## src/prtm_pkg.sv

```systemverilog
// Shared types and codes for the posted receive tag matcher.
`timescale 1ns / 1ps
package prtm_pkg;
	localparam logic [1:0] ST_POSTED  = 2'd0;
	localparam logic [1:0] ST_DROPPED = 2'd1;
	localparam logic [1:0] ST_MATCHED = 2'd2;
	localparam logic [1:0] ST_NOMATCH = 2'd3;

	localparam logic CFG_WILD_TAG  = 1'b0;
	localparam logic CFG_WILD_RANK = 1'b1;

	// key fields of one posted entry, without the request id
	typedef struct packed {
		logic [63:0] tag;
		logic [63:0] ign;
		logic [23:0] rank;
		logic [15:0] group;
		logic [30:0] count;
		logic [7:0]  size;
	} key_t;

	// shift controls broadcast to every cell
	typedef struct packed {
		logic ins;    // insert at front, all entries move back
		logic cmp;    // latch compare results
		logic rem;    // close the gap at the first hit
	} ctl_t;
endpackage

```

## src/prtm_cell.sv

```systemverilog
// One queue slot: holds an entry, compares it, shifts to its neighbors.
`timescale 1ns / 1ps
module prtm_cell #(
	parameter int REQ_ID_BITS = 16
) (
	input  logic                   clk,
	input  logic                   arst_n,
	input  prtm_pkg::ctl_t         ctl,
	input  logic [63:0]            wild_tag,
	input  logic [23:0]            wild_rank,
	input  prtm_pkg::key_t         probe,
	input  prtm_pkg::key_t         prev_key,
	input  logic [REQ_ID_BITS-1:0] prev_req,
	input  logic                   prev_valid,
	input  prtm_pkg::key_t         next_key,
	input  logic [REQ_ID_BITS-1:0] next_req,
	input  logic                   next_valid,
	input  logic                   hit_before,  // some cell in front was a hit
	output prtm_pkg::key_t         key_q,
	output logic [REQ_ID_BITS-1:0] req_q,
	output logic                   valid_q,
	output logic                   hit_q
);
	logic [63:0] keep;
	logic        match;

	// parallel compare against the arriving header
	assign keep  = ~key_q.ign;
	assign match = valid_q
		&& ((key_q.tag == wild_tag) || ((key_q.tag & keep) == (probe.tag & keep)))
		&& ((key_q.rank == wild_rank) || (key_q.rank == probe.rank))
		&& (key_q.group == probe.group) && (key_q.count == probe.count)
		&& (key_q.size == probe.size);

	// valid bit and hit flag
	always_ff @(posedge clk or negedge arst_n) begin
		if (!arst_n) begin
			valid_q <= 1'b0;
			hit_q   <= 1'b0;
		end else begin
			if (ctl.cmp) hit_q <= match;
			if (ctl.ins) valid_q <= prev_valid;
			else if (ctl.rem && (hit_q || hit_before)) valid_q <= next_valid;
		end
	end

	// payload moves back on insert, forward from the hit on remove
	always_ff @(posedge clk) begin
		if (ctl.ins) begin
			key_q <= prev_key;
			req_q <= prev_req;
		end else if (ctl.rem && (hit_q || hit_before)) begin
			key_q <= next_key;
			req_q <= next_req;
		end
	end
endmodule

```

## config.mk

```make
export PLATFORM = sky130hd
export DESIGN_NAME = prtm_cell
export DESIGN_NICKNAME = d
export VERILOG_FILES = /design/src/prtm_pkg.sv /design/src/prtm_cell.sv
export SDC_FILE = /design/constraint.sdc
export NUM_CORES = 1
export LEC_CHECK = 0
export ABC_AREA = 1
export BUFFER_PORTS_ARGS = -buffer_cell sky130_fd_sc_hd__buf_4
export CORE_AREA = 2 2 380 382
export CTS_CLUSTER_SIZE = 28
export DETAILED_ROUTE_END_ITERATION = 10
export DIE_AREA = 0 0 382 384
export PLACE_DENSITY_LB_ADDON = 0.3
export SLEW_MARGIN = 0
export SYNTH_ARGS = -nofsm -noshare
export SYNTH_HDL_FRONTEND = slang
export SYNTH_SLANG_ARGS = --single-unit
```

## constraint.sdc

```tcl
create_clock -name clk -period 8.1 [get_ports clk]
set_input_delay 1.62 -clock clk [delete_from_list [all_inputs] [get_ports clk]]
set_output_delay 1.62 -clock clk [all_outputs]
set_load 0.03 [all_outputs]
```

==> run_results.csv, run 1 <==
group,metric,value,unit
route,wl_per_cell,20.5,um
cells_and_area,nets,3526,
floorplan,row_count,139,
global_route,track_usage,12.6,%
clock_network,cts_tree,"built",
floorplan,dieArea,0.147,mm2
yosys,synth_top_family_by_area,"simple AND/OR/NAND/NOR gates",
power,power_density,186,mW/mm2
cells_and_area,utilization,16.7,%
yosys,synth_fp_nets,2621,
global_route,first_global_vias,14800,
cells_and_area,finalInstanceArea,0.0238,mm2
global_route,use_met1,14.9,%
timing,final-hold-violation-count,0,
yosys,netlist_instances,1872,
clock_network,cts_made_buffers,35,
global_route,antenna_found_initial,27,
timing,slew_headroom,28.1,%
yosys,yosys.area_share.adder,0,%
power,leakage,0.0119,uW
timing,fmax,289,MHz
timing,fin_worst_skew,0.0481,ns
clock_network,post_cts.repair.setup_buffers,0,
yosys,ys_seq_elements,225,
yosys,synth_cell_types,19,
place,portBuffers,909,
critical_path,critPathKind,"input port to register",
timing,final_max_slew_viol_count,0,
place,routabilityCongestion,0.881,
clock_network,cts_buffer_depth,3,
critical_path,start_kind,"input port",
yosys,yosysSeqAreaShare,49.6,%
clock_network,cts_resized,0,
floorplan,die_w,382,um
global_route,grt_util_met3,4.22,%
clock_network,holdBufCountCts,0,
yosys,synthesis.area,0.0136,mm2
global_route,grt_max_degree,119,
route,drtAntennaViolNets,0,
critical_path,crit_required,8.18,ns
power,p_total,4420,uW
yosys,yosysTopAreaCell,"edfxtp_1",
power,vdd_drop_max,0.121,mV
timing,worst_pin_slew,1.08,ns
global_route,grtUsageMet2,21.1,%
yosys,synth_compound_area_share,1.26,%
timing,whs,0.592,ns
job,drv_cap,0,
place,dpl.hpwl,82.8,mm
route,routed_wirelength,96.4,mm
cells_and_area,final_layout_size_suffix_gt1_share,35.0,%
global_route,grt-ovfl-total,0,
timing,period_share,42.7,%
yosys,synth_area_leaders,"edfxtp_1, nand2_1, nor2_1",
global_route,grt_busiest_layer,"met2",
global_route,grt_pass1_wl,124,mm
yosys,synth-simple-area-share,35.4,%
timing,period_needed,3.46,ns
clock_network,ctsRootBufferMaster,"clkbuf_16",
route,first_pass_iters,7,
place,placed_area,0.0227,mm2
floorplan,die_y,384,um
route,avgViaCountPerCell,3.21,
yosys,synthMuxAreaShare,0,%
critical_path,setup.worst_path.end_class,"register",
critical_path,cp_max_fo,118,
floorplan,initial_utilization,9.53,%
yosys,yosysWarnings,0,
yosys,avgSynthCellArea,7.27,um2
timing,fin_tns_setup,0,ns
yosys,yosys.area_share.xor_xnor,6.31,%
clock_network,cts_sinks,225,
route,first_iter_violations,726,
outcome,outcome,"finished clean",
critical_path,arrival,3.53,ns
route,drc_errors,0,
worst_hold_path,hold_path_class,"register to register",
cells_and_area,syn_to_final_growth,74.9,%
clock_network,clock_latency,0.61,ns
yosys,synth_top_area_share,49.2,%
timing,setup_viol,0,
floorplan,core_area,0.143,mm2
clock_network,cts.clk_slew.worst_paths,0.06,ns
clock_network,htree_num_levels,2,
floorplan,io_pins,974,
route,num_vias,15100,
timing,rsz0062_at_grt,"false",
[power breakdown]
part           internal [uW]  leakage [uW]  switching, uW
sequential              1450       0.00226            249
clock                    836      0.000515            669
combinational            518       0.00916            697
[cell usage after synthesis]
cell type and count:
inv_1 207, buf_2 30, nor2_1 221, nand3_1 23
dfrtp_1 2, nand2_1 991, clkbuf_1 17, xor2_1 84
inv_2 1, edfxtp_1 223, xnor2_1 14, nand4_1 8
buf_1 1, o21ai_0 32, nand3b_1 9, a21oi_1 1
buf_4 1, a31oi_1 1, or2_2 6
[kinds of logic after synthesis]
kind of cell    count (synthesis)
compound gates                 34
xor+xnor                       98
buf+inv                       257
flops                         225
simple gates                 1258
[sequential cells by signal (all words and copies together) (netlist names)]
register,flops
key_q,207
req_q,16
hit_q,1
valid_q,1
[per-stage QoR]
stage                     setup slack [ns]  std cells
after CTS                             4.53       4705
after floorplan                      0.834       1872
final                                 4.64       4710
after global routing                  4.56       4707
after detailed placement              4.09       4643
after global placement                4.08       4643
[per-layer routing]
layer,part of all wire [%],wire (um)
met1,40,39000
met2,48,46100
met3,8.3,7990
met4,3.3,3180
met5,0.11,106
[final timing paths]
| path | cells after the start | endpoint | slack (ns) | from |
|---|---|---|---|---|
| worst max-delay path | 4 | key_q[74] | 4.64 | ctl[2] |
| worst min-delay path | 2 | valid_q | 0.59 | valid_q |
| worst max register to register | 3 | key_q[74] | 5.67 | hit_q |
| worst min register to register | 2 | valid_q | 0.59 | valid_q |
| max in group asynchronous | 1 | valid_q | 7.20 | arst_n |
| min in group asynchronous | 1 | hit_q | 0.79 | arst_n |
[cell usage in the layout (no fill, tap or decap), types with 2 or more instances in the layout]
cell,n
nand2_1,990
buf_4,914
edfxtp_1,223
nor2_1,221
inv_1,207
xor2_1,84
clkbuf_16,35
o21ai_0,32
nand3_1,23
xnor2_1,14
nand3b_1,9
nand4_1,8
clkinv_2,8
clkinvlp_4,7
or2_2,6
diode_2,5
clkbuf_1,5
clkinv_8,2
clkinv_1,2
dfrtp_1,2
buf_12,2
[worst max-delay path: stages]
cell     delay, ns
buf_8         0.19
inv_8         0.50
nand2_4       0.43
buf_12        0.35
[final cells by class]
type / instances / area, um2
Antenna cell: 5 / 12.5
Clock buffer: 40 / 895
Clock inverter: 22 / 191
Fill cell: 16400 / 119000
Inverter: 208 / 788
Multi-Input combinational cell: 1390 / 5860
Sequential cell: 225 / 6750
Tap cell: 1903 / 2380
Timing Repair Buffer: 917 / 6920
Note: power is estimated with default switching activity, not from simulation.
==> run 2: changes to the inputs <==
--- a/config.mk
+++ b/config.mk
@@ -7,10 +7,10 @@
 export LEC_CHECK = 0
 export ABC_AREA = 1
 export BUFFER_PORTS_ARGS = -buffer_cell sky130_fd_sc_hd__buf_4
-export CORE_AREA = 2 2 380 382
+export CORE_AREA = 2 2 377 379
 export CTS_CLUSTER_SIZE = 28
 export DETAILED_ROUTE_END_ITERATION = 10
-export DIE_AREA = 0 0 382 384
+export DIE_AREA = 0 0 379 381
 export PLACE_DENSITY_LB_ADDON = 0.3
 export SLEW_MARGIN = 0
 export SYNTH_ARGS = -nofsm -noshare
==> constraint.sdc (replaced) <==
create_clock -name clk -period 2.85 [get_ports clk]
set_input_delay 0.57 -clock clk [delete_from_list [all_inputs] [get_ports clk]]
set_output_delay 0.57 -clock clk [all_outputs]
set_load 0.03 [all_outputs]
==> run 2 against run 1 <==
  * Combinational power grew to 2.9 times the previous value
  * Cell count grew 0.19%
  * Setup slack lost 3.9 ns
  * Non-clock buffer count grew 25
  * Largest cell class unchanged
  * Power grew to 2.8 times the previous value
  * Clock power grew to 2.7 times the previous value
  * Routed wire length is essentially flat
  * Clock skew shrank 0.018 ns
==> run_results.csv, run 2 (synthesized netlist as in run 1, its figures left out) <==
group,metric,value,unit
critical_path,critPathLaunch,"hit_q",
global_route,grt_max_degree,80,
clock_network,cts_tree,"built",
route,drtAntennaViolNets,0,
critical_path,reg2reg_depth,3,
worst_hold_path,hp-start,"next_key[6]",
critical_path,cp_slowest_stage_delay,0.58,ns
critical_path,path_buf_inv,1,
place,dpl.hpwl,84.3,mm
timing,setup_viol,0,
timing,slew_headroom,52.7,%
floorplan,initial_utilization,9.68,%
place,dp_cells,4654,
floorplan,core_area,0.141,mm2
timing,fin_worst_skew,0.0301,ns
power,vdd_drop_max,0.372,mV
critical_path,crit_required,3.04,ns
place,routabilityCongestion,0.879,
worst_hold_path,hold_end,"key_q[6]",
clock_network,cts_made_buffers,34,
power,combPwrFrac,29.1,%
place,dp_slack,0.505,ns
timing,rsz0062_at_grt,"false",
critical_path,crit_slowest_cell,"o21ai_0",
clock_network,cts.clk_slew.worst_paths,0.06,ns
timing,worst_pin_slew,0.701,ns
cells_and_area,layout_common_cells,"nand2_1, buf_4, edfxtp_1",
critical_path,rr_startpoint,"hit_q",
global_route,track_usage,12.8,%
timing,final-hold-violation-count,0,
critical_path,arrival,2.32,ns
cells_and_area,final_layout_size_suffix_gt1_share,35.3,%
cells_and_area,top_regs,"key_q (207), req_q (16)",
cells_and_area,regMostFlops,"key_q",
critical_path,worstPathCellList,"o21ai_0, nand2_8, buf_12",
floorplan,die_y,381,um
cells_and_area,final_common_cell,"nand2_1",
clock_network,cts_buffer_depth,3,
critical_path,start_kind,"register",
cells_and_area,nets,3550,
power,p_sw_share,35.5,%
floorplan,io_pins,974,
route,drc_errors,0,
power,p_sw,4370,uW
cells_and_area,fin_cells,4719,
job,drv_cap,0,
clock_network,cts_resized,0,
route,wl_per_cell,20.4,um
timing,fmax,469,MHz
route,routed_wirelength,96.4,mm
clock_network,cts_sinks,225,
critical_path,crit_cells,3,
power,sequentialPowerShare,37.9,%
floorplan,dieArea,0.144,mm2
critical_path,r2r-end,"key_q[77]",
worst_hold_path,hold_depth,3,
timing,setup_slack,0.717,ns
critical_path,critPathKind,"register to register",
cells_and_area,utilization,17.1,%
critical_path,setup.worst_path.end_class,"register",
worst_hold_path,hold_path_class,"input port to register",
critical_path,cp_max_fo,74,
cells_and_area,largest_register_ffs,207,
critical_path,path_delay_family,"compound AO/OA/AOI/OAI gates",
global_route,first_global_vias,15200,
global_route,grt_pass1_wl,124,mm
clock_network,clock_latency,0.58,ns
outcome,outcome,"finished clean",
timing,fin_tns_setup,0,ns
power,cellInternalPower,7960,uW
timing,period_share,74.8,%
power,power_density,514,mW/mm2
power,p_clk_share,33.0,%
timing,final_max_slew_viol_count,0,
power,leakage,0.0121,uW
global_route,antenna_found_initial,39,
clock_network,htree_num_levels,2,
critical_path,reg2reg_slack,0.72,ns
place,portBuffers,909,
route,num_vias,15300,
route,first_pass_iters,5,
floorplan,row_count,138,
cells_and_area,syn_to_final_growth,76.4,%
clock_network,ctsRootBufferMaster,"clkbuf_16",
route,avgViaCountPerCell,3.25,
route,first_iter_violations,632,
floorplan,die_w,379,um
timing,period_needed,2.13,ns
global_route,grt-ovfl-total,0,
==> run 2: changes by cell type in the layout (fill, tap and decap cells not counted) <==
cell / delta
clkinv_1: +1
inv_16: -1
clkinv_8: -2
nand2_4: -1
diode_2: +3
dlygate4sd3_1: +1
nand2_8: +1
buf_12: +7
clkinvlp_4: -3
clkinv_2: -3
inv_6: +1
buf_4: +17
clkbuf_1: +1
==> run 2: tightest hold or removal path: stages <==
cell and delay, ns:
buf_4 0.08, nand2_1 0.04, nand2_1 0.04
==> run 2: cell type report <==
type / instances / area, um2
Timing Repair Buffer: 942 / 7190
Tap cell: 1890 / 2360
Fill cell: 16100 / 117000
Sequential cell: 225 / 6750
Multi-Input combinational cell: 1390 / 5870
Clock inverter: 15 / 114
Antenna cell: 8 / 20.0
Clock buffer: 41 / 898
Inverter: 208 / 788
==> run 2: worst max-delay path by stage <==
stage                 endpoint  slack, ns
global placement         hit_q       0.44
CTS                 key_q[171]       0.60
finish               key_q[77]       0.72
floorplan             key_q[0]       0.09
global route             hit_q       0.36
detailed placement       hit_q       0.50
==> run 2: metrics by stage <==
| step | total power, uW | hold slack (ns) | cell area, um2 |
|---|---|---|---|
| after floorplan | 6140 | 0.274 | 13600 |
| after global placement | 8410 | 0.357 | 22900 |
| after detailed placement | 8410 | 0.359 | 22900 |
| after CTS | 12700 | 0.181 | 24000 |
| after global routing | 13000 | 0.220 | 24000 |
| final | 12300 | 0.252 | 24000 |
==> run 2: routing by layer <==
layer	GRT usage (%)	vias up	part of all wire, %
met3	3.50	141	7.3
li1	-	7573	-
met5	0	-	0.062
met1	14.9	6931	40
met4	3.94	8	3.0
met2	22.6	682	49
==> run 2: power groups by stage <==
stage	sequential (uW)	combinational, uW	clock [uW]
floorplan	5190	951	0
global placement	4760	3650	0
detailed placement	4770	3640	0
CTS	4710	3650	4300
global route	4750	3900	4370
finish	4680	3580	4070
==> run 2: repair_timing <==
item / 4_1_cts / 5_1_grt
endpoints found under the hold margin: 2 / 0
hold buffers: 1 / 0
buffers inserted: 0 / 0
==> run 3: changes to the inputs <==
==> constraint.sdc (replaced) <==
create_clock -name clk -period 1.7 [get_ports clk]
set_input_delay 0.34 -clock clk [delete_from_list [all_inputs] [get_ports clk]]
set_output_delay 0.34 -clock clk [all_outputs]
set_load 0.03 [all_outputs]
==> run 3 against run 2 <==
  * Sequential cell count is the same
  * The run now ends with setup timing left
  * Cell count rose by 9.4%
  * Sequential share of layout area is 4.9 points lower
  * Critical path type unchanged
  * Largest cell class unchanged
==> run_results.csv, run 3 (synthesized netlist as in run 1, its figures left out) <==
group,metric,value,unit
cells_and_area,regMostFlops,"key_q",
critical_path,start_kind,"register",
global_route,track_usage,13.1,%
clock_network,clock_latency,0.59,ns
timing,setup_slack,-0.116,ns
worst_hold_path,hold_path_class,"input port to register",
timing,rsz0062_at_grt,"true",
timing,worst_pin_slew,0.686,ns
timing,period_needed,1.82,ns
floorplan,die_w,379,um
critical_path,path_delay_family,"simple AND/OR/NAND/NOR gates",
worst_hold_path,hp-start,"prev_key[137]",
power,vdd_drop_max,0.607,mV
route,num_vias,17000,
critical_path,critPathMostFrequentCell,"nand2_2",
critical_path,crit_required,2.23,ns
clock_network,ctsRootBufferMaster,"clkbuf_16",
place,routabilityCongestion,0.867,
clock_network,cts_made_buffers,36,
critical_path,r2r-end,"hit_q",
clock_network,cts_buffer_depth,3,
place,dpl.hpwl,84.8,mm
floorplan,row_count,138,
cells_and_area,layout_common_cells,"nand2_1, buf_4, dlygate4sd3_1",
timing,fin_tns_setup,-1.13,ns
critical_path,rr_startpoint,"key_q[178]",
power,p_sw,8020,uW
critical_path,path_buf_inv,2,
global_route,grt_pass1_wl,130,mm
place,portBuffers,909,
power,p_sw_share,35.0,%
timing,slew_headroom,54.2,%
timing,setup_viol,31,
clock_network,cts.clk_slew.worst_paths,0.06,ns
timing,period_share,107,%
timing,fin_worst_skew,0.0313,ns
route,wl_per_cell,19.1,um
outcome,violations,"setup timing",
outcome,outcome,"finished with violations",
route,routed_wirelength,98.7,mm
timing,final_max_slew_viol_count,0,
critical_path,crit_slowest_cell,"edfxtp_1",
power,combPwrFrac,35.3,%
critical_path,cp_slowest_stage_delay,0.51,ns
route,drc_errors,0,
cells_and_area,nets,3986,
cells_and_area,top_regs,"key_q (207), req_q (16)",
critical_path,reg2reg_depth,11,
floorplan,initial_utilization,9.68,%
clock_network,htree_num_levels,2,
floorplan,core_area,0.141,mm2
timing,final-hold-violation-count,0,
power,sequentialPowerShare,33.1,%
critical_path,setup.worst_path.end_class,"register",
route,first_iter_violations,717,
cells_and_area,final_common_cell,"nand2_1",
global_route,grt_max_degree,66,
place,dp_cells,4786,
route,first_pass_iters,5,
route,drtAntennaViolNets,0,
global_route,grt-ovfl-total,0,
floorplan,die_y,381,um
worst_hold_path,hold_depth,3,
clock_network,cts_tree,"built",
worst_hold_path,hold_end,"key_q[137]",
cells_and_area,syn_to_final_growth,114,%
clock_network,cts_sinks,225,
power,leakage,0.0144,uW
floorplan,io_pins,974,
critical_path,worstPathCellList,"buf_4, xnor2_1, nand4_1, nor2_2, nand2_2, nor2_2, buf_6, nand2_2, nand2_2, nand2_2, nand2_1",
critical_path,cp_max_fo,4,
floorplan,dieArea,0.144,mm2
timing,fmax,551,MHz
global_route,antenna_found_initial,21,
cells_and_area,fin_cells,5162,
route,avgViaCountPerCell,3.29,
critical_path,critPathKind,"register to register",
critical_path,reg2reg_slack,-0.12,ns
power,power_density,790,mW/mm2
job,drv_cap,0,
power,cellInternalPower,14900,uW
critical_path,arrival,2.34,ns
cells_and_area,largest_register_ffs,207,
cells_and_area,final_layout_size_suffix_gt1_share,37.4,%
power,p_clk_share,31.6,%
global_route,first_global_vias,17400,
[run 3: changes by cell type in the layout (fill, tap and decap cells not counted), moves of 5 or more]
cell,before,now
nor2_1,221,204
buf_8,1,10
nand2_2,0,15
nor2_4,0,8
nor2_2,0,9
nand2_1,990,975
buf_12,9,28
buf_6,0,155
dlygate4sd3_1,1,256
clkinv_1,3,8
[run 3: through the flow]
step | area, um2 | setup slack [ns] | power, uW | util [%] | hold slack [ns]
finish | 29000 | -0.116 | 22900 | 20.7 | 0.0526
global route | 29000 | -0.237 | 24200 | 20.7 | 0.0179
CTS | 28700 | -0.259 | 23300 | 20.4 | 0.000271
detailed placement | 24100 | -0.877 | 14700 | 17.1 | 0.146
global placement | 24100 | -0.877 | 14700 | 17.1 | 0.149
floorplan | 13600 | -0.206 | 10300 | - | 0.0444
[run 3: worst min-delay path: stages]
cell and delay, ns:
buf_4 0.07, nand2_1 0.04, nand2_1 0.07
[run 3: what timing repair did]
| item | 4_1_cts | 5_1_grt |
|---|---|---|
| hold buffers | 256 | 0 |
| setup buffers | 49 | 22 |
| cloned | 0 | 0 |
| endpoints found under the setup margin | 114 | 71 |
| gates resized for setup | 175 | 68 |
| endpoints found under the hold margin | 148 | 0 |
| pin swaps | 10 | 18 |
[run 3: per-layer routing]
layer | wire length [um] | track usage, % | vias up
li1 | - | - | 8452
met1 | 39400 | 14.8 | 7789
met2 | 48900 | 23.4 | 628
met3 | 7640 | 3.98 | 107
met4 | 2690 | 3.86 | 12
met5 | 76 | 0 | -
[run 3: worst max-delay path by stage]
stage	start	endpoint	slack, ns	cells past startpoint
6_report	key_q[178]	hit_q	-0.12	11
5_1_grt	key_q[173]	hit_q	-0.24	12
4_1_cts	key_q[175]	hit_q	-0.26	11
3_3_place_gp	key_q[173]	hit_q	-0.88	10
2_1_floorplan	hit_q	key_q[0]	-0.21	2
3_5_place_dp	key_q[173]	hit_q	-0.88	10
[run 3: final cells by class]
cell class	instances	area (um2)
Clock buffer	43	927
Timing Repair Buffer	1376	12000
Clock inverter	22	179
Antenna cell	8	20.0
Multi-Input combinational cell	1390	6040
Sequential cell	225	6750
Inverter	208	788
Fill cell	15900	112000
Tap cell	1890	2360
[run 3: power groups by stage]
stage                     Combinational (uW)  Clock [uW]  Sequential [uW]
after floorplan                         1600           0             8680
after global placement                  6880           0             7840
after detailed placement                6860           0             7860
after CTS                               8120        7610             7610
after global routing                    8780        7740             7670
final                                   8100        7250             7590
